<file path="src/rtl/bmf_pkg.sv">
package bmf_pkg;

    // Register and position widths
    localparam int W_W   = 12;
    localparam int H_W   = 13;
    localparam int CFG_W = 13;
    localparam int IDX_W = 1;
    localparam int POS_W = W_W + H_W;

    // Register indexes on the configuration port
    localparam logic [IDX_W-1:0] CFG_WIDTH  = 1'b0;
    localparam logic [IDX_W-1:0] CFG_HEIGHT = 1'b1;

    // Input item kinds
    localparam logic CMD_PIXEL = 1'b0;
    localparam logic CMD_DRAIN = 1'b1;

    // Result queue sizing
    localparam int FIFO_DEPTH = 8;
    localparam int FIFO_AW    = 3;
    localparam int PEND_W     = 4;

    typedef struct packed {
        logic       cmd;
        logic [7:0] sample;
    } t_in_beat;

    typedef struct packed {
        logic [7:0] value;
        logic       last_of_frame;
    } t_out_beat;

    // Per-item control handed from the sequencer to the sum pipeline
    typedef struct packed {
        logic pix;
        logic emit;
        logic interior;
        logic last;
        logic first_row;
        logic full_rows;
        logic first_col;
        logic col_ge_win;
    } t_item_ctl;

    // Result control travelling with a window sum
    typedef struct packed {
        logic valid;
        logic interior;
        logic last;
    } t_res_ctl;

endpackage

</file>
<file path="src/rtl/bmf_div.sv">
module bmf_div #(
    parameter int WINDOW = 35
) (
    input  logic                                   i_clk,
    input  logic                                   i_rst_n,
    input  bmf_pkg::t_res_ctl                      i_res,
    input  logic [7:0]                             i_border,
    input  logic [$clog2(WINDOW*WINDOW*255+1)-1:0] i_sum,
    output logic                                   o_push,
    output bmf_pkg::t_out_beat                     o_beat
);

    localparam int SUM_W   = $clog2(WINDOW * WINDOW * 255 + 1);
    localparam int AREA    = WINDOW * WINDOW;
    localparam int SHIFT   = SUM_W + $clog2(AREA);
    localparam int RECIP_W = SUM_W + 2;
    localparam int PROD_W  = SUM_W + RECIP_W;
    // Rounded-up reciprocal: exact floor division for every sum below 2^SUM_W
    localparam logic [63:0] RECIP =
        ((64'd1 << SHIFT) + 64'(AREA) - 64'd1) / 64'(AREA);

    bmf_pkg::t_res_ctl  r_d_res;
    logic [PROD_W-1:0]  r_d_prod;
    logic [7:0]         r_d_border;

    always_ff @(posedge i_clk) begin
        if (!i_rst_n) begin
            r_d_res <= '0;
        end else begin
            r_d_res <= i_res;
        end
    end

    // Multiply by the reciprocal
    always_ff @(posedge i_clk) begin
        r_d_prod   <= PROD_W'(i_sum) * PROD_W'(RECIP_W'(RECIP));
        r_d_border <= i_border;
    end

    // Pick the mean or the pass-through sample
    assign o_push               = r_d_res.valid;
    assign o_beat.value         = r_d_res.interior ? r_d_prod[SHIFT +: 8] : r_d_border;
    assign o_beat.last_of_frame = r_d_res.last;

endmodule

</file>
<file path="config.mk">
export PLATFORM = sky130hd
export DESIGN_NAME = bmf_div
export DESIGN_NICKNAME = d
export VERILOG_FILES = /design/src/rtl/bmf_pkg.sv /design/src/rtl/bmf_div.sv
export SDC_FILE = /design/constraint.sdc
export NUM_CORES = 1
export LEC_CHECK = 0
export BUFFER_PORTS_ARGS = -buffer_cell sky130_fd_sc_hd__buf_2
export CELL_PAD_IN_SITES_DETAIL_PLACEMENT = 0
export CELL_PAD_IN_SITES_GLOBAL_PLACEMENT = 1
export CORE_ASPECT_RATIO = 1.75
export CORE_MARGIN = 4
export CORE_UTILIZATION = 25
export CTS_CLUSTER_SIZE = 14
export DETAILED_ROUTE_END_ITERATION = 8
export PLACE_DENSITY = 0.59
export SYNTH_ARGS = -nofsm -noshare
export SYNTH_HDL_FRONTEND = slang
export SYNTH_SLANG_ARGS = --single-unit
</file>
<file path="constraint.sdc">
create_clock -name i_clk -period 13.91 [get_ports i_clk]
set_clock_uncertainty 0.15 [all_clocks]
set_input_delay 0 -clock i_clk [delete_from_list [all_inputs] [get_ports i_clk]]
set_output_delay 0 -clock i_clk [all_outputs]
set_load 0.05 [all_outputs]
</file>
# ---- Word-level counts from Yosys, hierarchy flattened
# Index checks and enable logic that the tools add are counted.
dict set report classes {
  n_lt_le_gt_ge 0
  eq_ne 0
  n_reduce_logical 0
  div_mod_pow 0
  n_addsub 0
  bitwise 0
  multipliers 1
  muxes 1
  n_shift 0
}
# cell n
set op_table {}
lappend op_table {{$mul 19x18->36 const B} 1}
lappend op_table {{$mux 8} 1}
dict set report word_totals {
  ff_bits 47
  mem_bits_rw 0
  output_inout_bits 10
  mem_count 0
  romBits 0
  latchBits 0
  elab_cells 7
}

# ---- Logic depth before layout (Yosys ltp)
# Gate-level depths: netlist of the first run.
dict set report depth {
  depth_word 1
  mapped_depth 22
  depth_no_buf 21
}

# ---- Least setup slack after synthesis of the first run
# No wires, ideal clock.
dict set report synth_path {
  kind {input to register}
  from {in i_sum[7]}
  to {reg r_d_prod[30]}
  cell_stages 18
  setup_slack_ps 8834
  t_arrival_ps 4854
  required_time_ps 13688
  n_path_buf 0
  path_cell_list {inv_1 fa_1 fa_1 fa_1 inv_1 fa_1 fa_1 inv_1 fa_1 inv_1 ha_1 a21oi_2 nand2_2 a2111oi_4 a21oi_1 or4b_1 a21oi_2 xnor2_1}
}
dict set report synth_between {
  elab_chain_len 1
}
# element line
set synth_lines {}
lappend synth_lines {{start: declaration} bmf_div.sv:8} ;# input logic [$clog2(WINDOW*WINDOW*255+1)-1:0] i_sum,
lappend synth_lines {{$mul 19x18->36} bmf_div.sv:36} ;# r_d_prod <= PROD_W'(i_sum) * PROD_W'(RECIP_W'(RECIP));
lappend synth_lines {{end signal: assignment} bmf_div.sv:36}
lappend synth_lines {{end: declaration} bmf_div.sv:23} ;# logic [PROD_W-1:0] r_d_prod;
# No other way between the ends.
# A chain may end at the register's enable or synchronous reset.

# ---- Worst setup path after layout of the first run
dict set report layout_path {
  from {in i_sum[18]}
  to {reg r_d_prod[34]}
}
# Same word-level chain as after synthesis.

==> impl_metrics.yaml, run 1 <==
hold_path:
  hold_end: "r_d_border[0]"
  min_path_type: "in -> reg"
  hold_depth: 2
  hp-start: "i_border[0]"
drt:
  post_drt_wl_per_cell_um: 17.3
  route.vias.total: 4764
  drc: 0
  vias_per_cell: 4.14
  postRouteAntennaNets: 0
  top_layer: "met5"
  dr.pass1.iters: 4
  wl_met3_um: 421
  drtIter0Drc: 101
  wl_met1_mm: 5.86
  drt-total-wl_mm: 19.9
  dr_wl_met2_mm: 11.8
clocking:
  clk_pin_slew_ns: 0.05
  cts_buffers: 3
  cts.sinks: 19
  ctsHtreeMaxLevel: 1
  tritoncts: "built"
  cts_root_buf: "clkbuf_16"
  cts_setup_buffers: 0
  cts_buffer_depth: 2
critical_path:
  slowest_stage: "fa_1"
  cp-start-kind: "primary input"
  path_cells: "buf_2 > inv_1 > fa_1 > fa_1 > inv_1 > fa_1 > fa_1 > fa_1 > inv_1 > fa_1 > inv_1 > ha_1 > nand3_1 > nor3_1 > nand4_1 > a211oi_1 > nor2_2 > o21ai_0 > a211oi_1 > nor2_1"
  end_kind: "register"
  crit_path_max_incr_delay_ns: 0.52
  cp.arrival_ns: 5.71
  required_ns: 13.94
  startpoint: "i_sum[18]"
  path_max_fanout: 5
  cpMostUsedCell: "fa_1"
  worstSetupPathType: "in -> reg"
grt:
  grt_pass1_vias: 5812
  grt_max_degree: 11
  grt_usage: 0.132
  antenna_found_initial: 2
  grt_pass1_wl_mm: 31.7
  grt_overflow: 0
yosys:
  synth_common_cells: "inv_1 (251), fa_1 (159), ha_1 (150)"
  synthesis.area_mm2: 0.00738
  synth-main-ff-cell: "dfxtp_1"
  synth_nets: 1058
  yosys.area.top_type: "fa_1"
  synth.avg_cell_area_um2: 10.3
  synthTopCellsByArea: "fa_1 (43%), ha_1 (25%), inv_1 (13%), dfxtp_1 (5.2%), xor2_1 (2.3%)"
  synth_warnings: 0
  syn_inst: 717
  ys_seq_area_frac: 0.0515
  synth_edf_count: 0
  synthDistinctLibCells: 39
  async_flop_share: 0
  yosysMostFrequentCell: "inv_1"
  ys_ff_latch: 19
  synth_top_area_frac: 0.431
timing:
  rsz0062_at_grt: "false"
  slew_violations: 0
  post-route-period-util: 0.408
  timing.hold.ws_ns: 0.237
  tightest_slew_ns: 0.550
  finalWorstSetupSlack_ns: 8.24
  hold_viol: 0
  fin_tns_setup_ns: 0
  setup-violations-final: 0
  clock.fmax_mhz: 176
  period_minus_slack_ns: 5.67
  relSlewSlack: 0.632
placement:
  pre_cts_ws_ns: 7.88
  io_buffer_count: 41
  dp.cells: 1133
  dp_hpwl_mm: 19.2
  place_congestion: 0.856
run:
  max_cap_violations: 0
floorplan:
  core_mm2: 0.0293
  die_y_um: 235
  start_util: 0.252
  ios: 42
  rows: 83
  die_area_mm2: 0.0324
  fp.dieW_um: 138
cells_and_area:
  drive_gt1_frac: 0.0793
  fillers: 3129
  area_growth_pct: 11.8
  final_net_count: 1111
  finalNonFillerCells: 1152
run_status:
  outcome: "finished clean"
-- sequential cells by signal (all words and copies together) (netlist names) --
register and count:
r_d_border 8, r_d_prod 8, o_beat 1, o_push 1
r_d_res 1
-- kinds of logic after synthesis --
kind of cell / synth area share
compound gates: 0.0581
xor+xnor: 0.0344
fa+ha+maj: 0.685
buf+inv: 0.132
flops: 0.0515
mux: 0.0122
simple gates: 0.0266
-- layer usage --
layer / track usage / vias to the layer above
met3: 0.00962 / 65
met1: 0.117 / 2350
met4: 0.0926 / 2
li1: - / 2258
met5: 0 / -
met2: 0.264 / 89
-- what timing repair did --
item,in CTS,in global routing
resized for setup,0,0
hold buffers,14,0
hold endpoints to repair,11,0
-- per-stage QoR --
stage	cell area (um^2)	utilization
final	8260	0.282
after global placement	8040	0.274
after global routing	8250	0.282
after floorplan	7380	-
after detailed placement	8040	0.274
after CTS	8250	0.282
-- layout make-up --
type	count	area, um^2	area share
multi-input cells	440	6030	0.730
inverters	251	942	0.114
well taps	382	478	0.0579
flip-flops and latches	19	380	0.0461
repair buffers	55	345	0.0418
clock buffers	4	78.8	0.00955
diodes	1	2.50	0.000303
-- worst max-delay path: cells and delay by family --
kind	cells	cell delay [ns]
adder cells (fa/ha/maj)	7	3.33
AND/OR/NAND/NOR	5	1.00
buffers and inverters	5	0.58
AO/OA/AOI/OAI	3	0.80
-- worst max-delay path by stage --
stage / slack, ns / cells past startpoint / to
2_1_floorplan: 8.83 / 18 / r_d_prod[30]
3_3_place_gp: 7.86 / 20 / r_d_prod[37]
3_5_place_dp: 7.88 / 20 / r_d_prod[34]
4_1_cts: 8.10 / 20 / r_d_prod[34]
5_1_grt: 7.91 / 20 / r_d_prod[34]
6_report: 8.24 / 20 / r_d_prod[34]
-- layout by cell type, fill, tap and decap left out, types with 3 or more instances in the layout --
cell	Yosys	routed
dfxtp_1	19	19
ha_1	150	150
nand2_1	5	5
mux2_2	8	8
buf_2	0	41
nor3_1	4	4
o21ai_0	4	4
xnor2_1	10	10
nand3_1	6	6
xor2_1	19	19
o21a_1	4	4
a21o_1	14	14
nor2_1	8	8
nand4_1	3	3
fa_1	159	159
clkbuf_16	0	3
inv_1	251	251
dlygate4sd3_1	0	14
a21oi_1	17	17
and2_1	5	5
Power of run 1 is left out: the tool's default activity adds up to more than one toggle a clock period on the data nets, which glitch-free logic cannot reach.
==> inputs of run 2 (changes only) <==
clock period = 5.3 ns   (was 13.91 ns; I/O delays follow)
==> run 2 against run 1 <==
Against the previous run:
- worst hold slack worse by 0.0071 ns
- critical path depth up 1
- global-route usage up 0.43 points
- sequential cell count unchanged
- routed wire length up 4.5%
- setup slack worse by 8.2 ns
- core utilization up 3.8 points
- critical path type unchanged
- highest routed layer is now met4
- cell count up 9.7%
- die area unchanged
==> impl_metrics.yaml, run 2 (synthesis results as in run 1) <==
critical_path:
  cpMostUsedCell: "fa_2"
  cp.arrival_ns: 5.31
  path_cells: "buf_6 > inv_4 > buf_4 > fa_2 > fa_2 > fa_2 > fa_1 > inv_2 > fa_1 > inv_1 > fa_2 > inv_1 > ha_2 > nand3_2 > nand2_2 > a2111oi_4 > buf_4 > a21oi_1 > or4b_4 > a21oi_4 > xnor2_1"
  required_ns: 5.32
  path_max_fanout: 3
  setup.worst_path.end: "r_d_prod[30]"
  crit_cells: 21
  crit_buf_inv: 7
  startpoint: "i_sum[10]"
  slowest_stage: "fa_2"
  crit_path_max_incr_delay_ns: 0.61
  worstSetupPathType: "in -> reg"
  cp-start-kind: "primary input"
  end_kind: "register"
  path_delay_family: "adder cells"
floorplan:
  fp.dieW_um: 138
  die_area_mm2: 0.0324
  start_util: 0.252
  die_y_um: 235
  rows: 83
  ios: 42
  core_mm2: 0.0293
timing:
  timing.hold.ws_ns: 0.230
  period_minus_slack_ns: 5.28
  setup-violations-final: 0
  tightest_slew_ns: 0.469
  fin_tns_setup_ns: 0
  rsz0062_at_grt: "true"
  clock.fmax_mhz: 189
  relSlewSlack: 0.686
  post-route-period-util: 0.997
  hold_viol: 0
  slew_violations: 0
cells_and_area:
  mostFrequentLayoutCell: "inv_1"
  final_net_count: 1224
  largest_registers: "r_d_border (8), r_d_prod (8)"
  antenna_cells: 0
  mostFrequentLayoutCells: "inv_1 (232), ha_1 (146), fa_1 (142)"
  area_growth_pct: 26.8
  drive_gt1_frac: 0.262
placement:
  io_buffer_count: 41
  dp_hpwl_mm: 20.0
  place_congestion: 0.931
drt:
  route.vias.total: 5148
  post_drt_wl_per_cell_um: 16.5
  drc: 0
  drtIter0Drc: 103
  postRouteAntennaNets: 0
  dr.pass1.iters: 4
  vias_per_cell: 4.07
  drt-total-wl_mm: 20.8
run:
  max_cap_violations: 0
grt:
  grt_max_degree: 11
  grt_overflow: 0
  antenna_found_initial: 0
  grt_usage: 0.136
  grt_pass1_wl_mm: 32.7
  grt_pass1_vias: 6006
clocking:
  tritoncts: "built"
  cts_buffers: 3
  cts_root_buf: "clkbuf_16"
  cts_buffer_depth: 2
  ctsHtreeMaxLevel: 1
  clk_pin_slew_ns: 0.05
  cts.sinks: 19
hold_path:
  min_path_type: "in -> reg"
run_status:
  outcome: "finished clean"
==> run 2: timing repair <==
action,CTS,global route
pin swaps,18,43
buffers inserted,3,7
cloned,0,0
gates resized for setup,18,68
hold buffers,14,0
setup endpoints to repair,8,8
hold endpoints to repair,11,0
==> run 2: layer usage <==
metal,wire length [um],track usage,vias to the layer above
met2,12900,0.282,69
met1,6200,0.125,2550
met5,0,0,-
met4,1440,0.0734,0
met3,301,0.00599,44
li1,-,-,2485
==> run 2: per-stage QoR <==
step / utilization / area [um^2] / worst slack (ns) / instances
floorplan: - / 7380 / 0.224 / 717
global placement: 0.301 / 8820 / -0.403 / 1236
detailed placement: 0.301 / 8820 / -0.442 / 1236
CTS: 0.310 / 9090 / 0.000907 / 1257
global route: 0.320 / 9360 / -0.168 / 1264
finish: 0.320 / 9360 / 0.0169 / 1264
==> run 2: cell type report <==
cell class	instances	area, um^2
Clock buffer	4	78.8
Fill cell	3107	19900
Inverter	251	970
Multi-Input combinational cell	440	6210
Sequential cell	19	380
Tap cell	382	478
Timing Repair Buffer	168	1250
==> run 2: worst min-delay path by stage <==
stage                      startpoint            end  slack (ns)  depth (start not counted)
after detailed placement  i_border[2]  r_d_border[2]       -0.05                          1
after global routing      i_border[1]  r_d_border[1]        0.24                          2
final                     i_border[2]  r_d_border[2]        0.23                          2
after CTS                 i_border[2]  r_d_border[2]        0.22                          2
after floorplan           i_border[0]  r_d_border[0]       -0.12                          0
after global placement    i_border[6]  r_d_border[6]       -0.05                          1
Power of run 2 is left out for the same reason.
