**config.mk**
```make
export PLATFORM = sky130hd
export DESIGN_NAME = bmf_out_fifo
export DESIGN_NICKNAME = d
export VERILOG_FILES = /design/src/rtl/bmf_pkg.sv /design/src/rtl/bmf_out_fifo.sv
export SDC_FILE = /design/constraint.sdc
export NUM_CORES = 1
export LEC_CHECK = 0
export BUFFER_PORTS_ARGS = -buffer_cell sky130_fd_sc_hd__buf_2
export CAP_MARGIN = 30
export CELL_PAD_IN_SITES_DETAIL_PLACEMENT = 1
export CELL_PAD_IN_SITES_GLOBAL_PLACEMENT = 1
export CORE_MARGIN = 2
export CORE_UTILIZATION = 47
export DETAILED_ROUTE_END_ITERATION = 6
export HOLD_SLACK_MARGIN = 0.12
export PLACE_DENSITY = 0.86
export SYNTH_ARGS = -nofsm -noshare
export SYNTH_HDL_FRONTEND = slang
export SYNTH_SLANG_ARGS = --single-unit
```
**constraint.sdc**
```tcl
create_clock -name i_clk -period 1.9 [get_ports i_clk]
set_input_delay 0.38 -clock i_clk [delete_from_list [all_inputs] [get_ports i_clk]]
set_output_delay 0.38 -clock i_clk [all_outputs]
set_load 0.05 [all_outputs]
```
**src/rtl/bmf_pkg.sv**
```systemverilog
package bmf_pkg;

    // Register and position widths
    localparam int W_W   = 12;
    localparam int H_W   = 13;
    localparam int CFG_W = 13;
    localparam int IDX_W = 1;
    localparam int POS_W = W_W + H_W;

    // Register indexes on the configuration port
    localparam logic [IDX_W-1:0] CFG_WIDTH  = 1'b0;
    localparam logic [IDX_W-1:0] CFG_HEIGHT = 1'b1;

    // Input item kinds
    localparam logic CMD_PIXEL = 1'b0;
    localparam logic CMD_DRAIN = 1'b1;

    // Result queue sizing
    localparam int FIFO_DEPTH = 8;
    localparam int FIFO_AW    = 3;
    localparam int PEND_W     = 4;

    typedef struct packed {
        logic       cmd;
        logic [7:0] sample;
    } t_in_beat;

    typedef struct packed {
        logic [7:0] value;
        logic       last_of_frame;
    } t_out_beat;

    // Per-item control handed from the sequencer to the sum pipeline
    typedef struct packed {
        logic pix;
        logic emit;
        logic interior;
        logic last;
        logic first_row;
        logic full_rows;
        logic first_col;
        logic col_ge_win;
    } t_item_ctl;

    // Result control travelling with a window sum
    typedef struct packed {
        logic valid;
        logic interior;
        logic last;
    } t_res_ctl;

endpackage

```
**src/rtl/bmf_out_fifo.sv**
```systemverilog
module bmf_out_fifo (
    input  logic               i_clk,
    input  logic               i_rst_n,
    input  logic               i_push,
    input  bmf_pkg::t_out_beat i_beat,
    output logic               o_valid,
    input  logic               i_stall,
    output bmf_pkg::t_out_beat o_beat
);

    bmf_pkg::t_out_beat                r_mem [bmf_pkg::FIFO_DEPTH];
    logic [bmf_pkg::FIFO_AW-1:0]       r_wr_ptr;
    logic [bmf_pkg::FIFO_AW-1:0]       r_rd_ptr;
    logic [bmf_pkg::PEND_W-1:0]        r_count;
    logic                              pop;

    assign o_valid = r_count != '0;
    assign o_beat  = r_mem[r_rd_ptr];
    assign pop     = o_valid && !i_stall;

    // Store result beats
    always_ff @(posedge i_clk) begin
        if (i_push) begin
            r_mem[r_wr_ptr] <= i_beat;
        end
    end

    // Advance pointers and occupancy
    always_ff @(posedge i_clk) begin
        if (!i_rst_n) begin
            r_wr_ptr <= '0;
            r_rd_ptr <= '0;
            r_count  <= '0;
        end else begin
            if (i_push) begin
                r_wr_ptr <= r_wr_ptr + 1'b1;
            end
            if (pop) begin
                r_rd_ptr <= r_rd_ptr + 1'b1;
            end
            r_count <= r_count + bmf_pkg::PEND_W'(i_push) - bmf_pkg::PEND_W'(pop);
        end
    end

endmodule

```
Yosys cells after proc, flatten, opt, wreduce, memory -nomap -nowiden
Memory sizes are Yosys's and may differ from the RTL's. A register that Yosys moved wholly into a read port is not among the register bits.
Index checks and enable logic that the tools add are counted.
{"block": "totals", "register_bits": 10, "latch_bits": 0, "ramBits": 72, "mem_bits_ro": 0, "input_bits": 13, "out_inout_bits": 10, "word_cells": 15, "n_memories": 1}
{"memory": "r_mem", "depth": 8, "width": 9, "rd": 1, "rd_ports_with_merged_regs": 1, "wr": 1, "line": "bmf_out_fifo.sv:11", "rtl": "bmf_pkg::t_out_beat r_mem [bmf_pkg::FIFO_DEPTH];"}
{"block": "op_classes", "addsub": 4, "mul": 0, "div_mod_pow": 0, "order_cmp": 0, "n_eq_ne": 0, "shifts": 0, "n_mux": 4, "bitwise": 0, "n_reduce_logical": 3}
{"op": "$add 3x1->3 const B", "n": 2}
{"op": "$mux 3", "n": 2}
{"op": "$add 4x1->4", "n": 1}
{"op": "$reduce_bool 4->1", "n": 1}
{"op": "$sub 4x1->4", "n": 1}
{"op": "$mux 1", "n": 2}
{"op": "$logic_and 1x1->1", "n": 1}
{"op": "$logic_not 1->1", "n": 1}

Longest topological paths before layout
Gate-level depths: netlist of run 1.
{"block": "depth", "word_depth": 4, "depth_mapped": 10, "ltp_nobuf": 10}

Worst setup path after synthesis of run 1
Ideal clock, no wire load.
{"block": "synth_timing", "path_kind": "reg-to-reg", "startpoint": "reg r_count[2] in the netlist's numbering", "endpoint": "reg r_count[2] in the netlist's numbering", "setup_time_ns": 0.115, "arrival_time_ns": 1.916, "t_required_ns": 1.785, "path_slack_ns": -0.131, "stages_incl_launch_ff": 11, "n_path_buf": 0, "period_less_slack_ns": 2.031, "path_cell_list": "dfxtp_1 > inv_1 > ha_1 > nor3b_1 > nor3_1 > a21o_1 > ha_1 > inv_1 > fa_1 > xnor2_1 > and2_1"}
{"block": "synth_between", "elab_chain_len": 3, "word_cells_on_any_way": 4, "cone_classes": "2 x add/sub; 2 x reduce/logical"}
{"element": "from (decl)", "line": "bmf_out_fifo.sv:14", "rtl": "logic [bmf_pkg::PEND_W-1:0] r_count;"}
{"element": "from (signal assigned)", "line": "bmf_out_fifo.sv:41", "rtl": "r_count <= r_count + bmf_pkg::PEND_W'(i_push) - bmf_pkg::PEND_W'(pop);"}
{"element": "branches (longest 2 deep; another with $add 4x1->4)"}
{"element": "$sub 4x1->4 (*)", "line": "bmf_out_fifo.sv:41"}
Every way passes the cells marked *.
A chain may end at the register's enable or synchronous reset.

==> results.cfg, run 1 <==
[sta]
fin_ws_ns = -0.430
relSlewSlack_pct = 79.7
finalHoldViolations = 0
max_freq_mhz = 429
final.setup_skew_ns = 0.0105
drv_slew = 0
fin_crit_sh_pct = 123
worst_slew_pin_slew_ns = 0.304
min_period_ns = 2.33
tns_ns = -3.51
setup_viol = 9
rsz0062_at_grt = yes

[synth]
synth_top_family_by_area = multiplexers
synth.cells.most_frequent = 72 x edfxtp_1, 18 x mux4_1, 13 x dfxtp_1
synth.area.top_cells = edfxtp_1 63%, mux4_1 14%, dfxtp_1 7.6%
avgSynthCellArea_um2 = 19.4
synth_seq_cells = 85
synth_compound_area_share_pct = 1.75
synth_adder_area_share_pct = 2.76
synth-xor-area-share_pct = 0.764
async_flop_share_pct = 0
ys_seq_area_share_pct = 70.4
synthesis.area_um2 = 3440
synth_top_area_share_pct = 62.8
synthSimpleGateAreaFrac_pct = 4.44
synth-edff-count = 72
synth_cells = 177
synth.most_common_cell = edfxtp_1
ys_warn_count = 0
synth.distinct_cells = 27
yosysTopAreaCell = edfxtp_1
synth_nets = 197
muxShareOfSynthArea_pct = 17.9
ys.flop_type = edfxtp_1

[worst_setup_path]
worstPathRequired_ns = 1.52
cp.arrival_ns = 1.95
path_class = flop to output port
r2r_slack_ns = 0.03
cp_cell_sequence = buf_12 -> buf_16 -> mux4_2 -> mux2_4 -> buf_8
r2r.worst_path.cells = 10
timing.rr.start = r_count[2]
end_kind = output port
path_max_fanout = 5
reg2reg_to = r_count[2]
cp.buffers_inverters = 3
path_delay_family = multiplexers
max_stage_delay_ns = 0.50
crit_path_top_delay_cell = mux4_2
start_kind = flop

[detailed_routing]
ant_nets = 0
drt-initial-drc-count = 131
viasPerCell = 5.40
drc = 0
vias = 1802
firstDrtPassIters = 4
routed_wl_um = 7650
routedWlPerCell_um = 22.9

[status]
violations = negative setup slack
status = complete, but fails checks

[floorplan]
fp-row-count = 31
core-area_um2 = 7180
num_io_pins = 23
initial_core_util_pct = 48.0
die_x_um = 89.6
fp.dieH_um = 89.6
die-area_um2 = 8020

[global_routing]
grt_pass1_vias = 1966
antenna_found_initial = 0
grt.overflow.total = 0
grt_max_degree = 19
gr-usage-all-layers_pct = 21.5
busiest_layer = met2
grtUsageMet2_pct = 36.8
grt_pass1_wl_um = 11600
use_met3_pct = 6.00
gr-usage-met1_pct = 25.4

[worst_hold_path]
holdPathEnd = r_mem[1][0]
min_from = i_beat[0]
min_path_type = input port to flop
min_path_cells = 1

[power]
peakVddDrop_uv = 696
powerDensity_nw_per_um2 = 1170
power.leakage_nw = 1.47
finalPower_mw = 4.92

[finish]
ff_latch_area_um2 = 2430
fillerInstances = 621
n_antenna_cell = 0
nets = 250
drive_above_1_share_pct = 43.4
synthToLayoutAreaGrowth_pct = 21.7
multi_input_area_um2 = 955
instances_no_fill = 334
final_util_pct = 58.3

[cts]
clock_path_buffers = 2
path_clk_slew_ns = 0.10
htree_num_levels = 3
worstSkewPairLatency_ns = 0.36
cts-root-buf = clkbuf_8
cts_tree = yes
cts_sinks = 85
cts_made_buffers = 9

[placed_design]
port_buffers = 22
gp_congestion = 0.678
hpwl_um = 4120
placed_cells = 308

[flow_run]
maxCapViolCount = 0
-- registers in the layout, summed over array words and instances (netlist names), named ones only --
signal and count:
r_mem 72, r_count 4, r_wr_ptr 3, r_rd_ptr 3
-- layout by cell type (no fill, tap or decap), types with 2 or more instances in the layout --
cell type,n
a21boi_0,4
a21o_1,2
and2_1,4
buf_12,2
buf_16,2
buf_2,12
buf_4,20
buf_6,3
buf_8,9
clkbuf_8,9
clkinv_4,3
dfxtp_1,10
dfxtp_2,2
edfxtp_1,72
ha_1,4
inv_1,4
inv_2,2
inv_6,2
mux2_4,9
mux2i_1,4
mux4_2,18
nand2_1,6
nand2b_1,5
nor2_1,7
nor3_1,2
o21ai_0,2
or3_1,2
xnor2_1,2
-- metal layers --
layer	part of all wire, %	up-vias
met3	4.1	21
met2	53	65
met5	0	-
met1	41	918
li1	-	798
met4	2.8	0
-- how the worst max path moves through the flow --
| stage | start | to | slack [ns] | cells past startpoint |
|---|---|---|---|---|
| 4_1_cts | flop | o_beat[0] | -0.43 | 5 |
| 6_report | flop | o_beat[7] | -0.43 | 5 |
| 3_3_place_gp | flop | o_beat[4] | -0.06 | 4 |
| 5_1_grt | flop | o_beat[5] | -0.48 | 5 |
| 2_1_floorplan | r_count[2] | r_count[2] | -0.01 | 10 |
| 3_5_place_dp | r_count[2] | r_count[2] | -0.17 | 10 |
-- stage by stage --
stage / setup slack (ns) / hold slack (ns) / area [µm²]
finish: -0.430 / 0.291 / 4190
global route: -0.484 / 0.287 / 4190
CTS: -0.428 / 0.264 / 4180
detailed placement: -0.165 / 0.495 / 3780
global placement: -0.0566 / 0.478 / 3780
floorplan: -0.0141 / 0.460 / 3450
-- kinds of logic after synthesis --
group,Yosys count
DFF,85
xor gates and xnor gates,3
muxes,31
adders and majority gates,7
AOI/OAI and AO/OA,9
buffers and inverters,12
and+or+nand+nor,30
-- where the power goes --
| part | internal, mW | total (mW) | switching (mW) | leakage, nW |
|---|---|---|---|---|
| Combinational | 0.786 | 1.53 | 0.747 | 0.612 |
| Clock | 0.501 | 1.20 | 0.695 | 0.0934 |
| Sequential | 2.12 | 2.19 | 0.0666 | 0.762 |
| Total | 3.41 | 4.92 | 1.51 | 1.47 |
-- area by class of cell --
| type | count | share of cell area [%] |
|---|---|---|
| flip-flops and latches | 85 | 58.0 |
| multi-input cells | 80 | 22.8 |
| repair buffers | 48 | 11.3 |
| clock buffers | 10 | 3.05 |
| well taps | 99 | 2.96 |
| clock inverters | 6 | 1.32 |
| inverters | 6 | 0.538 |
-- worst register-to-register path, delay by kind of cell, from the launching register on --
family / cells / cell delay [ns]
fa+ha+maj: 3 / 0.66
simple gates: 3 / 0.45
compound gates: 1 / 0.11
flops: 1 / 0.33
xor+xnor: 1 / 0.12
buf+inv: 2 / 0.09
-- timing repair --
action	in CTS	in global routing
buffers inserted	5	4
hold buffers	0	0
endpoints found under the hold margin	0	0
gates cloned	3	0
pin swaps	4	6
resized for setup	69	5
setup endpoints to repair	13	13
(Power assumes the default switching activity.)
==> inputs of run 2 (changes only) <==
RECOVER_POWER = 100   (was not set)
clock period = 1.96 ns   (was 1.9 ns; I/O delays follow)
==> run 2 against run 1 <==
  * Total power decreased by 7.2%
  * The run still ends with negative setup slack left
  * Sequential share of layout area increased by 2.2 points
  * Global-route usage decreased by 3.3 points
==> results.cfg, run 2 (same netlist as run 1, synthesis figures left out) <==
[status]
status = complete, but fails checks
violations = negative setup slack

[power]
peakVddDrop_uv = 532
power.leakage_nw = 1.33
powerDensity_nw_per_um2 = 1130

[sta]
max_freq_mhz = 436
rsz0062_at_grt = yes
setup_viol = 10
drv_slew = 0
fin_crit_sh_pct = 117
relSlewSlack_pct = 49.6
final.setup_skew_ns = 0.0122
finalHoldViolations = 0
worst_slew_pin_slew_ns = 0.756
fin_ws_ns = -0.331
min_period_ns = 2.29
tns_ns = -3.03

[floorplan]
initial_core_util_pct = 48.0
die_x_um = 89.6
fp-row-count = 31
num_io_pins = 23
core-area_um2 = 7180
die-area_um2 = 8020
fp.dieH_um = 89.6

[worst_hold_path]
min_path_type = input port to flop
min_path_cells = 1

[global_routing]
gr-usage-all-layers_pct = 18.2
antenna_found_initial = 0
grt_pass1_vias = 1939
grt.overflow.total = 0
grt_pass1_wl_um = 10100
grt_max_degree = 19

[detailed_routing]
vias = 1703
firstDrtPassIters = 4
routedWlPerCell_um = 20.5
routed_wl_um = 6690
drc = 0
drt-initial-drc-count = 129
viasPerCell = 5.22
ant_nets = 0

[finish]
n_antenna_cell = 0
reg_top3 = r_mem x72, r_count x4
drive_above_1_share_pct = 30.8
nets = 242
largest_reg_flops = 72
final_common_cell = edfxtp_1
layout_common_cells = 72 x edfxtp_1, 19 x clkbuf_1, 18 x mux4_2
largest_register = r_mem
synthToLayoutAreaGrowth_pct = 17.2
fillerInstances = 666

[worst_setup_path]
start_kind = flop
cp.depth = 4
end_kind = output port
r2r.worst_path.cells = 9
path_class = flop to output port
worstPathRequired_ns = 1.57
cp.buffers_inverters = 2
cp_cell_sequence = clkbuf_16 -> mux4_2 -> mux2_2 -> buf_6
max_stage_delay_ns = 0.50
crit_path_top_delay_cell = mux4_2
cp.arrival_ns = 1.90
path_delay_family = multiplexers
path_max_fanout = 4

[placed_design]
port_buffers = 22
dp_slack_ns = -0.0575
hpwl_um = 4070
gp_congestion = 0.676

[cts]
htree_num_levels = 3
cts_sinks = 85
clock_path_buffers = 2
cts-root-buf = clkbuf_8
cts_made_buffers = 9
worstSkewPairLatency_ns = 0.35
cts_tree = yes
path_clk_slew_ns = 0.09

[flow_run]
maxCapViolCount = 0
==> run 2: cell count changes in the layout (fill, tap and decap cells not counted), sizes merged <==
| cell | before | now |
|---|---|---|
| bufinv | 0 | 1 |
| buf | 48 | 20 |
| clkinv | 3 | 0 |
| inv | 9 | 8 |
| clkbuf | 10 | 30 |
| clkinvlp | 0 | 3 |
==> run 2: final cells by class <==
cell class | instances | area [µm²] | share of cell area (%)
multi-input combinational | 80 | 916 | 22.7
clock buffer | 10 | 128 | 3.16
sequential | 85 | 2430 | 60.2
clock inverter | 6 | 70.1 | 1.74
timing repair buffer | 40 | 347 | 8.59
inverter | 6 | 22.5 | 0.558
tap | 99 | 124 | 3.07
==> run 2: final timing paths <==
kind,start,to,slack (ns)
max,flop,o_beat[6],-0.33
min,i_beat[1],r_mem[1][1],0.37
max reg2reg,r_count[2],r_count[1],0.02
min reg2reg,r_rd_ptr[1],flop,0.50
==> run 2: per-layer routing <==
metal / wire length, µm / GRT usage (%)
met1: 2650 / 20.3
met2: 3630 / 31.8
met3: 249 / 4.52
met4: 152 / 10.0
met5: 0 / 0
==> run 2: per-stage QoR <==
stage	cell area [µm²]	utilization, %	power (mW)	cells	hold slack [ns]
floorplan	3450	-	2.88	177	0.460
global placement	3760	52.4	3.10	305	0.478
detailed placement	3760	52.4	3.15	305	0.498
CTS	4040	56.3	4.54	323	0.283
global route	4030	56.2	4.76	326	0.393
finish	4030	56.2	4.56	326	0.374
==> run 2: report_power, final <==
group	total [mW]	switching [mW]	internal, mW
sequential	2.12	0.0622	2.06
combinational	1.21	0.635	0.578
clock	1.23	0.632	0.598
==> run 2: repair_timing <==
action,CTS,global route
gates resized for setup,40,19
hold buffers,0,0
endpoints found under the setup margin,10,13
gates cloned,1,2
setup buffers,1,1
pin swaps,2,4
==> inputs of run 3 (changes only) <==
CTS_CLUSTER_SIZE = 8   (was not set)
RECOVER_POWER = not set   (was 100)
==> run 3 against run 2 <==
  * The flow still finishes with violations (negative setup slack)
  * Global-route usage unchanged
  * Non-clock buffer count unchanged
  * Clock-buffer cell count unchanged
  * Register-to-register slack improved by 0.09 ns
  * Worst setup slack got worse by 0.00054 ns
  * Critical path depth did not move
  * Clock skew decreased by 0.0016 ns
  * Routed wire length is 0.69% higher
  * Combinational power increased by 6%
  * Clock power about the same
  * Worst hold slack got worse by 0.075 ns
==> results.cfg, run 3 (same netlist as run 1, synthesis figures left out) <==
[status]
status = complete, but fails checks
violations = negative setup slack

[sta]
setup_viol = 9
final.setup_skew_ns = 0.0106
holdWs_ns = 0.299
fin_crit_sh_pct = 117
finalHoldViolations = 0
max_freq_mhz = 436
worst_slew_pin_slew_ns = 0.265
drv_slew = 0
fin_ws_ns = -0.332
rsz0062_at_grt = yes
relSlewSlack_pct = 82.3
min_period_ns = 2.29

[finish]
instances_no_fill = 326
multi_input_area_um2 = 940
layout_common_cells = 72 x edfxtp_1, 18 x mux4_2, 13 x buf_4
nets = 242
drive_above_1_share_pct = 40.5
reg_top3 = r_mem x72, r_count x4
synthToLayoutAreaGrowth_pct = 19.4
fillerInstances = 649
largest_reg_flops = 72
ff_latch_area_um2 = 2430
final_common_cell = edfxtp_1
largest_register = r_mem
n_antenna_cell = 0

[power]
p_int_mw = 3.29
seqPwrFrac_pct = 45.9
netSwitchingFraction_pct = 29.1
clkPwrFrac_pct = 26.5
p_switching_mw = 1.35
powerDensity_nw_per_um2 = 1130
power.leakage_nw = 1.40
p_comb_share_pct = 27.6
peakVddDrop_uv = 536

[detailed_routing]
drt-initial-drc-count = 133
viasPerCell = 5.25
ant_nets = 0
vias = 1711
drc = 0
routed_wl_um = 6730
firstDrtPassIters = 4
routedWlPerCell_um = 20.7

[worst_hold_path]
min_path_type = input port to flop
min_from = i_beat[1]

[global_routing]
grt_pass1_vias = 1939
grt.overflow.total = 0
grt_pass1_wl_um = 10100
use_met3_pct = 4.52
antenna_found_initial = 0
gr-usage-met1_pct = 20.3
gr-usage-all-layers_pct = 18.2
grtUsageMet2_pct = 31.8
busiest_layer = met2
grt_max_degree = 19

[cts]
worstSkewPairLatency_ns = 0.35
clock_path_buffers = 2
cts_tree = yes
cts-root-buf = clkbuf_8
htree_num_levels = 3
path_clk_slew_ns = 0.09
cts_sinks = 85
cts_made_buffers = 9

[floorplan]
num_io_pins = 23
fp-row-count = 31
core-area_um2 = 7180
initial_core_util_pct = 48.0
die_x_um = 89.6
die-area_um2 = 8020
fp.dieH_um = 89.6

[worst_setup_path]
cp.arrival_ns = 1.90
worstPathRequired_ns = 1.57
path_class = flop to output port
timing.rr.start = r_count[3]
path_max_fanout = 4
end_kind = output port
start_kind = flop

[placed_design]
placed_cells = 305
hpwl_um = 4070
gp_congestion = 0.676
dp_slack_ns = -0.0575
port_buffers = 22

[flow_run]
maxCapViolCount = 0
[run 3: cell count changes in the layout (fill, tap and decap cells not counted)]
cell	change
clkbuf_1	-18
buf_2	+9
buf_4	+8
and2_0	-2
and2_1	+2
buf_6	+1
dfxtp_1	-1
dfxtp_2	+1
ha_1	-1
ha_4	+1
inv_1	-1
inv_2	+1
nor3b_1	-1
nor3b_4	+1
[run 3: area by class of cell]
type | instances | share of cell area [%]
clock buffers | 10 | 3.11
clock inverters | 6 | 1.71
inverters | 6 | 0.548
multi-input cells | 80 | 22.9
flip-flops and latches | 85 | 59.1
well taps | 99 | 3.02
repair buffers | 40 | 9.63
[run 3: layer usage]
metal	part of all wire, %	wire length (µm)	vias to the layer above
met4	1.7	113	0
met5	0	0	-
met2	55	3700	53
met1	40	2690	864
met3	3.4	232	9
li1	-	-	785
[run 3: power groups by stage]
stage	registers (mW)	clock network, mW	logic, mW
finish	2.13	1.23	1.28
global placement	2.14	0	0.964
CTS	2.12	1.25	1.17
detailed placement	2.14	0	1.00
floorplan	2.13	0	0.757
global route	2.14	1.31	1.39
[run 3: critical path, cell delays in order, from the launching register on]
cell and delay, ns:
dfxtp_4 0.43, clkbuf_16 0.17, mux4_2 0.50, mux2_2 0.28, buf_6 0.15
[run 3: repair_timing]
action / in CTS / in global routing
hold endpoints to repair: 0 / 0
pin swaps: 2 / 4
gates cloned: 1 / 2
buffers inserted: 1 / 1
setup endpoints to repair: 10 / 13
hold buffers: 0 / 0
gates resized for setup: 40 / 19
[run 3: worst paths after layout]
kind	end	slack, ns	cells past startpoint
max	o_beat[1]	-0.33	4
min	r_mem[1][1]	0.30	1
max reg2reg	r_count[2]	0.11	10
min reg2reg	flop	0.49	2
[run 3: through the flow]
stage          TNS [ns]  power (mW)  instance area (µm²)  util (%)
2_1_floorplan         0        2.88                 3450         -
3_3_place_gp    -0.0104        3.10                 3760      52.4
3_5_place_dp     -0.344        3.15                 3760      52.4
4_1_cts           -3.03        4.54                 4040      56.3
5_1_grt           -3.31        4.84                 4110      57.2
6_report          -2.83        4.64                 4110      57.2
